--- src/hdl/tlpt_pkg.sv ---
// Package for the two-level page table: widths, operation codes, request and result types, back states.
// No dependencies.
`timescale 1ns / 1ps
`default_nettype none
package tlpt_pkg;
	localparam int TABLE_SLOTS_DEF = 16;
	localparam int IDX_W = 10;
	localparam int OFF_W = 12;
	localparam int ADDR_W = 32;
	localparam int FLAG_W = 12;

	typedef enum logic [1:0] {
		OP_MAP = 2'd0,
		OP_UNMAP = 2'd1,
		OP_LOOKUP = 2'd2,
		OP_NOP = 2'd3
	} op_t;

	typedef struct packed {
		logic [1:0] op;
		logic [ADDR_W-1:0] virt;
		logic [ADDR_W-1:0] phys;
		logic [FLAG_W-1:0] flags;
	} req_t;

	typedef struct packed {
		logic [ADDR_W-1:0] addr;
		logic user;
		logic nomap;
		logic full;
	} res_t;

	typedef enum logic [1:0] {
		ST_IDLE,
		ST_DIR,
		ST_TBL,
		ST_OUT
	} bst_t;
endpackage
`default_nettype wire

--- src/hdl/tlpt_front.sv ---
// Front part: accepts request words into a two-entry queue.
// Depends on tlpt_pkg.
`timescale 1ns / 1ps
`default_nettype none
module tlpt_front (
	input wire logic clk,
	input wire logic arst_n,
	input wire logic in_valid,
	output logic in_ready,
	input wire tlpt_pkg::req_t in_data,
	output logic q_valid,
	input wire logic q_ready,
	output tlpt_pkg::req_t q_data
);
	tlpt_pkg::req_t mem_q [2];
	logic rp_q, wp_q;
	logic [1:0] cnt_q;
	logic push, pop;

	assign in_ready = cnt_q != 2'd2;
	assign q_valid = cnt_q != 2'd0;
	assign q_data = mem_q[rp_q];
	assign push = in_valid && in_ready;
	assign pop = q_valid && q_ready;

	always_ff @(posedge clk) begin
		if (push) mem_q[wp_q] <= in_data;
	end

	always_ff @(posedge clk or negedge arst_n) begin
		if (!arst_n) begin
			rp_q <= 1'b0;
			wp_q <= 1'b0;
			cnt_q <= 2'd0;
		end else begin
			if (push) wp_q <= ~wp_q;
			if (pop) rp_q <= ~rp_q;
			cnt_q <= cnt_q + {1'b0, push} - {1'b0, pop};
		end
	end
endmodule
`default_nettype wire

--- config.mk ---
export PLATFORM = sky130hd
export DESIGN_NAME = tlpt_front
export DESIGN_NICKNAME = d
export VERILOG_FILES = /design/src/hdl/tlpt_pkg.sv /design/src/hdl/tlpt_front.sv
export SDC_FILE = /design/constraint.sdc
export NUM_CORES = 1
export LEC_CHECK = 0
export ABC_CLOCK_PERIOD_IN_PS = 5400
export BUFFER_PORTS_ARGS = -buffer_cell sky130_fd_sc_hd__buf_2
export CELL_PAD_IN_SITES_DETAIL_PLACEMENT = 2
export CELL_PAD_IN_SITES_GLOBAL_PLACEMENT = 2
export CORE_UTILIZATION = 38
export DETAILED_ROUTE_END_ITERATION = 8
export PLACE_DENSITY = 0.81
export SLEW_MARGIN = 40
export SYNTH_ARGS = -nofsm -noshare
export SYNTH_HDL_FRONTEND = slang
export SYNTH_SLANG_ARGS = --single-unit
--- constraint.sdc ---
create_clock -name clk -period 5.4 [get_ports clk]
set_input_delay 0.27 -clock clk [delete_from_list [all_inputs] [get_ports clk]]
set_output_delay 0.27 -clock clk [all_outputs]
set_load 0.01 [all_outputs]
==> metrics.cfg, run 1 <==
[run_status]
status=complete, no violations

[logic_synthesis]
yosys_register_bits=160
synth_common_cells=edfxtp_1, mux2_2, mux2_4, buf_2, dfrtp_1
synth_xor_area_share_pct=0.598
synth_edf_count=156
synth_top_family_by_area=multiplexers
synth_top_area_cell=edfxtp_1
syn_area_um2=5860
syn-instance-count=260
yosys-top-cells-area=edfxtp_1, mux2_2, mux2_4
synth_fa_ha_area_share_pct=0.427
seq_area_frac_synth_pct=81.6
ys.flop_type=edfxtp_1
syn_nets=344
ys_async_sr_fraction_pct=2.50
synth_cell_type_count=16
netlist.area_leader.share_pct=79.9
yosys_warnings=0
syn_area_per_cell_um2=22.5
yosysMostFrequentCell=edfxtp_1
synthMuxAreaShare_pct=15.6
synth-simple-area-share_pct=0.555
synth_compound_gate_area_share_pct=0

[route]
num_vias=2992
final_antenna_net_count=0
finalWirelength_um=12000
viasPerCell=4.70
route.detailed.drc=0
first_iter_violations=179
routedWlPerCell_um=18.8
drt_first_pass_iters=4

[clocking]
clkTransAtPathRegs_ns=0.06
clkLatencyLatePin_ns=0.41
cts_tree=done
cts_buffers=17
clock-sinks=160
root_buffer=clkbuf_16
htreeDepth=4
clk_path_buf_depth=2
postCtsResizedCells=0

[grt]
grtUsageTotal_pct=16.0
grt_overflow=0
use_met3_pct=5.40
grt_pass1_wl_um=18500
use_met2_pct=29.2
grt_pass1_vias=3393
antenna_found_initial=0
grtUsageMet1_pct=17.6
grt-busiest-layer=met2
grt_max_degree=40

[sta]
max_freq_ghz=0.480
maxSlewHeadroom_pct=63.5
min_period_over_period_pct=38.6
final_hold_viol_count=0
worst_pin_slew_ns=0.548
setup_viol=0
setup_tns_ns=0
final_max_slew_viol_count=0
min_period_ns=2.08
rsz0062_at_grt=false
skew_ns=0.00646

[die]
die_width_um=126
coreArea_um2=15100
initial_utilization_pct=38.7
rows=45
io_pins=162
die_area_um2=15900
die_y_um=126

[finish]
num_antenna_cells=0
final_nets=523
fin_util_pct=49.8
syn_to_final_growth_pct=28.8
drive_gt1_share_pct=60.8
post-route-cell-area_um2=7550
nFillCells=1351

[worst_setup_path]
cp-start-kind=flip-flop
cpMaxStageDelayCell=dfrtp_4
required_ns=5.13
max_stage_delay_ns=0.57
crit_family=flip-flops
crit_type=reg -> out
cp_cell_sequence=buf_12, mux2_2, buf_2
end_kind=primary output
path_max_fanout=36
cp_num_buf_inv=2
arrival_ns=1.81

[place]
portBuffers=161
place.gp.congestion=0.641
placed_area_um2=6980
dpl.hpwl_um=8290

[run]
drv_cap=0

[power_and_ir_drop]
ir_drop_v=0.000282
power.density_nw_per_um2=554
p_leak_uw=0.00286

[min_path]
hold_class=in -> reg

what timing repair did:
| item | 4_1_cts | 5_1_grt |
|---|---|---|
| setup buffers | 0 | 0 |
| hold endpoints to repair | 4 | 0 |
| hold buffers | 1 | 0 |
cells by family (layout without fill, tap and decap cells):
logic type	Yosys count	count (layout)
xor gates and xnor gates	4	4
adders and majority gates	2	2
buffers and inverters	10	199
DFF	160	160
muxes	78	78
and+or+nand+nor	6	6
sequential cells by signal, summed over array words and instances, names as in the netlist:
register and flops:
mem_q 156, cnt_q 2, rp_q 1, wp_q 1
worst paths after layout:
kind	from	slack [ns]	cells after the start	end
worst max-delay path	rp_q	3.32	3	q_data[4]
worst min-delay path	in_data[25]	0.05	1	mem_q[0][25]
worst max register to register	cnt_q[1]	3.39	4	mem_q[0][16]
worst min register to register	cnt_q[0]	0.52	1	cnt_q[0]
max in group asynchronous	arst_n	5.06	2	rp_q
min in group asynchronous	arst_n	0.20	2	rp_q
layer usage:
metal,part of all wire [%],up-vias
met5,0,-
met1,39,1502
met4,0.63,0
met3,5.1,9
met2,55,95
li1,-,1386
cell type report:
cell class / instances / area, µm² / share of cell area (%)
Clock buffer: 20 / 437 / 5.78
Timing Repair Buffer: 169 / 946 / 12.5
Tap cell: 188 / 235 / 3.12
Clock inverter: 9 / 119 / 1.57
Inverter: 1 / 3.75 / 0.0497
Multi-Input combinational cell: 90 / 1020 / 13.5
Sequential cell: 160 / 4790 / 63.4
cell usage in the layout, fill, tap and decap left out:
cell	synthesis	routed
clkbuf_16	0	17
and3_4	0	1
dlygate4sd3_1	0	1
clkinv_1	0	3
buf_2	6	161
xor2_1	1	1
buf_4	0	1
nand2b_1	1	1
mux2_4	10	10
nand2_1	1	1
bufinv_16	0	3
dfrtp_4	0	1
or2_2	1	1
buf_16	0	1
ha_1	2	2
xnor2_1	3	3
buf_12	0	4
clkbuf_1	0	3
dfrtp_1	4	3
edfxtp_1	156	156
nor2_4	0	1
buf_8	0	1
clkinvlp_4	0	1
inv_1	1	1
and2_1	1	1
clkinv_2	0	2
mux2_2	68	68
report_power, final:
| group | switching, µW | internal [µW] |
|---|---|---|
| clock network | 434 | 712 |
| logic | 642 | 594 |
| registers | 96.3 | 1700 |
stage by stage:
step	std cells	setup slack, ns	hold WS, ns	power, µW
floorplan	260	0.969	-0.0256	2580
global placement	601	2.80	0.0788	2960
detailed placement	607	3.34	0.0894	3090
CTS	637	3.27	0.0237	4260
global route	637	3.22	0.0233	4390
finish	637	3.32	0.0473	4180
(Power assumes the default switching activity.)
==> inputs of run 2 (changes only) <==
Settings changed: ABC_CLOCK_PERIOD_IN_PS 5400 to 2100.
Clock period 5.4 ns to 2.1 ns, I/O delays scaled along.
==> metrics.cfg, run 2 (same netlist as run 1, synthesis figures left out) <==
[sta]
whs_ns=0.0441
min_period_ns=1.95
final_max_slew_viol_count=0
rsz0062_at_grt=false
maxSlewHeadroom_pct=74.3
max_freq_ghz=0.513
skew_ns=0.00848
final_hold_viol_count=0
setup_ws_ns=0.152
min_period_over_period_pct=92.8
setup_viol=0
worst_pin_slew_ns=0.386

[worst_setup_path]
cp-start-kind=flip-flop
path_max_fanout=23
end_kind=primary output
critPathLaunch=rp_q
cpMaxStageDelayCell=dfrtp_4
arrival_ns=1.84
crit_type=reg -> out
rr_startpoint=cnt_q[1]
max_stage_delay_ns=0.67
cp_cell_sequence=buf_12, mux2_2, buf_2
required_ns=2.00

[route]
viasPerCell=4.67
final_antenna_net_count=0
route.detailed.drc=0
finalWirelength_um=14800
num_vias=3356
first_iter_violations=125
routedWlPerCell_um=20.6
drt_first_pass_iters=4

[grt]
grtUsageTotal_pct=19.6
grt_max_degree=53
grt_pass1_wl_um=22400
grt_overflow=0
grt_pass1_vias=3962
antenna_found_initial=0

[finish]
largestRegisters=mem_q: 156 flops, cnt_q: 2 flops
top_register=mem_q
post-route-cell-area_um2=8330
multi_input_area_um2=1020
final_nets=602
regArea_um2=4790
layout_commonest_cell=buf_2
nFillCells=1315
num_antenna_cells=0
largest_reg_flops=156
final_cell_mix=buf_2, edfxtp_1, dlygate4sd3_1
drive_gt1_share_pct=52.2
syn_to_final_growth_pct=42.2

[clocking]
postCtsResizedCells=0
clock-sinks=160
clkTransAtPathRegs_ns=0.06
root_buffer=clkbuf_16
cts_buffers=17
cts_tree=done
clk_path_buf_depth=2
clkLatencyLatePin_ns=0.42
htreeDepth=4

[place]
dpl.hpwl_um=8820
placed_area_um2=6990
portBuffers=161
place_ws_ns=0.267
place.gp.congestion=0.665

[die]
io_pins=162
die_area_um2=15900
initial_utilization_pct=38.7
rows=45
coreArea_um2=15100
die_y_um=126
die_width_um=126

[run_status]
status=complete, no violations

[power_and_ir_drop]
p_leak_uw=0.00318
power.density_nw_per_um2=1320
ir_drop_v=0.000658

[run]
drv_cap=0

[min_path]
hold_class=in -> async

-- run 2: final timing paths --
path | slack, ns | to | cells past startpoint
worst min register to register | 0.60 | cnt_q[0] | 1
min in group clk | 0.06 | rp_q | 3
worst min-delay path | 0.04 | rp_q | 2
worst max-delay path | 0.15 | q_data[44] | 3
worst max register to register | 0.16 | cnt_q[1] | 7
max in group asynchronous | 1.91 | rp_q | 2
-- run 2: final cells by class --
cell class	instances	share of cell area [%]
Timing Repair Buffer	248	20.8
Clock buffer	17	5.11
Tap cell	188	2.82
Multi-Input combinational cell	90	12.3
Clock inverter	15	1.50
Sequential cell	160	57.5
Inverter	1	0.0450
-- run 2: report_power, final --
part	internal, µW	switching [µW]
Clock	1720	1220
Sequential	4370	312
Combinational	1650	1710
Total	7730	3240
-- run 2: routing by layer --
metal / share of wire [%] / vias to the layer above / wire [µm] / global-route usage (%)
met5: 0 / - / 0 / 0
li1: - / 1550 / - / -
met1: 37 / 1675 / 5440 / 19.9
met4: 1.8 / 0 / 267 / 7.30
met3: 4.1 / 21 / 602 / 4.33
met2: 57 / 110 / 8520 / 38.5
-- run 2: what timing repair did --
action,4_1_cts,5_1_grt
hold buffers,79,0
setup buffers,0,0
hold endpoints to repair,160,0
-- run 2: metrics by stage --
step | TNS (ns) | instances | util, % | total power (µW)
6_report | 0 | 719 | 55.0 | 11000
2_1_floorplan | -11.73 | 260 | - | 6600
4_1_cts | 0 | 719 | 55.0 | 11100
5_1_grt | 0 | 719 | 55.0 | 11500
3_3_place_gp | 0 | 608 | 46.2 | 7820
3_5_place_dp | 0 | 608 | 46.2 | 8000
-- run 2: worst max-delay path, delay by kind of cell, from the launching register on --
family	cells	cell delay (ns)
buf+inv	2	0.38
flops	1	0.67
mux	1	0.36
==> inputs of run 3 (changes only) <==
Settings changed: ABC_AREA set to 1, CORE_UTILIZATION 38 to 34, PLACE_DENSITY 0.81 to 0.8.
==> metrics.cfg, run 3 <==
[run_status]
status=complete, no violations

[logic_synthesis]
synth_top_area_cell=edfxtp_1
synth_common_cells=nand2_1, edfxtp_1, buf_2, inv_1, dfrtp_1
syn_area_um2=5900
yosys_warnings=0
syn_nets=523
ys_async_sr_fraction_pct=2.50
yosys_register_bits=160
syn_area_per_cell_um2=13.4
netlist.area_leader.share_pct=79.4
ys.flop_type=edfxtp_1
yosysMostFrequentCell=nand2_1
synth_edf_count=156
syn-instance-count=439
seq_area_frac_synth_pct=81.1
synth_cell_type_count=11
yosys-top-cells-area=edfxtp_1, nand2_1, dfrtp_1

[finish]
num_antenna_cells=0
post-route-cell-area_um2=8430
top_register=mem_q
largest_reg_flops=156
layout_commonest_cell=nand2_1
syn_to_final_growth_pct=42.8
nFillCells=1643
final_nets=776
drive_gt1_share_pct=28.9
final_cell_mix=nand2_1, buf_2, edfxtp_1
largestRegisters=mem_q: 156 flops, cnt_q: 2 flops
final_cells=925

[worst_setup_path]
r2r_cells=10
arrival_ns=1.74
cpMaxStageDelayCell=dfrtp_2
required_ns=2.00
max_stage_delay_ns=0.45
crit_top_cell=nand2_1
path_max_fanout=39
end_kind=primary output
crit_type=reg -> out
cp_cell_sequence=inv_4, buf_12, nand2_1, nand2_1, buf_2
cp-start-kind=flip-flop

[sta]
min_period_over_period_pct=87.6
maxSlewHeadroom_pct=75.4
final_max_slew_viol_count=0
setup_viol=0
max_freq_ghz=0.543
setup_tns_ns=0
final_hold_viol_count=0
min_period_ns=1.84
worst_pin_slew_ns=0.369
skew_ns=0.00942
setup_ws_ns=0.260
rsz0062_at_grt=false

[route]
first_iter_violations=179
finalWirelength_um=17300
num_vias=4242
drt_first_pass_iters=4
route.detailed.drc=0
viasPerCell=4.59
routedWlPerCell_um=18.7
final_antenna_net_count=0

[clocking]
clk_path_buf_depth=2
cts_setup_buffers=0
cts_tree=done
clock-sinks=160
root_buffer=clkbuf_16
htreeDepth=4
cts_buffers=17
clkTransAtPathRegs_ns=0.07
clkLatencyLatePin_ns=0.42

[grt]
grt_overflow=0
grt_max_degree=80
grt_pass1_vias=4927
grt_pass1_wl_um=26800
grtUsageTotal_pct=20.5
antenna_found_initial=0

[die]
io_pins=162
die_area_um2=17900
die_width_um=134
rows=47
die_y_um=134
initial_utilization_pct=35.2
coreArea_um2=16800

[min_path]
min_path_cells=2
hold_class=in -> reg

[place]
place.gp.congestion=0.762
placedCellCount=810
dpl.hpwl_um=10600
placed_area_um2=7030
place_ws_ns=0.502
portBuffers=161

[power_and_ir_drop]
power.density_nw_per_um2=1340
ir_drop_v=0.000541
p_leak_uw=0.00362

[run]
drv_cap=0

[run 3: cell type report]
| class | count | area [µm²] | area share [%] |
|---|---|---|---|
| Multi-Input combinational cell | 253 | 993 | 11.8 |
| Inverter | 9 | 40.0 | 0.475 |
| Timing Repair Buffer | 251 | 1760 | 20.9 |
| Clock inverter | 11 | 116 | 1.38 |
| Sequential cell | 160 | 4790 | 56.8 |
| Tap cell | 220 | 275 | 3.27 |
| Clock buffer | 21 | 450 | 5.35 |
[run 3: what timing repair did]
action                    4_1_cts  5_1_grt
hold endpoints to repair      162        0
hold buffers                   83        0
resized for setup               0        0
[run 3: worst max-delay path: cells and delay by family (launching register included)]
kind | cells | cell delay, ns
buffers and inverters | 3 | 0.67
flip-flops | 1 | 0.45
AND/OR/NAND/NOR | 2 | 0.17
[run 3: where the power goes]
part	switching, µW	internal, µW
clock	1210	1770
combinational	2490	1270
sequential	226	4360
[run 3: metrics by stage]
stage	hold WS, ns	utilization (%)	power [µW]
final	0.414	50.3	11300
after CTS	0.376	50.3	11500
after global routing	0.398	50.3	12000
after detailed placement	-0.0717	41.9	8290
after global placement	-0.0803	41.9	8030
after floorplan	-0.191	-	6610
[run 3: path summary, 6_finish.rpt]
kind	startpoint	to	slack (ns)
max reg2reg	cnt_q[1]	cnt_q[1]	0.45
max	rp_q	q_data[50]	0.26
min in group asynchronous	arst_n	wp_q	0.62
min	in_data[43]	mem_q[1][43]	0.41
min reg2reg	wp_q	wp_q	0.52
max in group asynchronous	arst_n	rp_q	0.77
[run 3: cells by family (layout without fill, tap and decap cells)]
family	Yosys count	in the layout	share of synthesized area, %
flops	160	160	81.1
simple gates	251	251	16.0
fa+ha+maj	2	2	0.424
buf+inv	26	292	2.46
[run 3: layer usage]
metal	GRT usage [%]	routed length, µm	up-vias
met1	21.7	6460	2107
met4	7.20	314	0
met2	38.7	9760	129
met3	5.37	785	23
li1	-	-	1983
met5	0	0	-
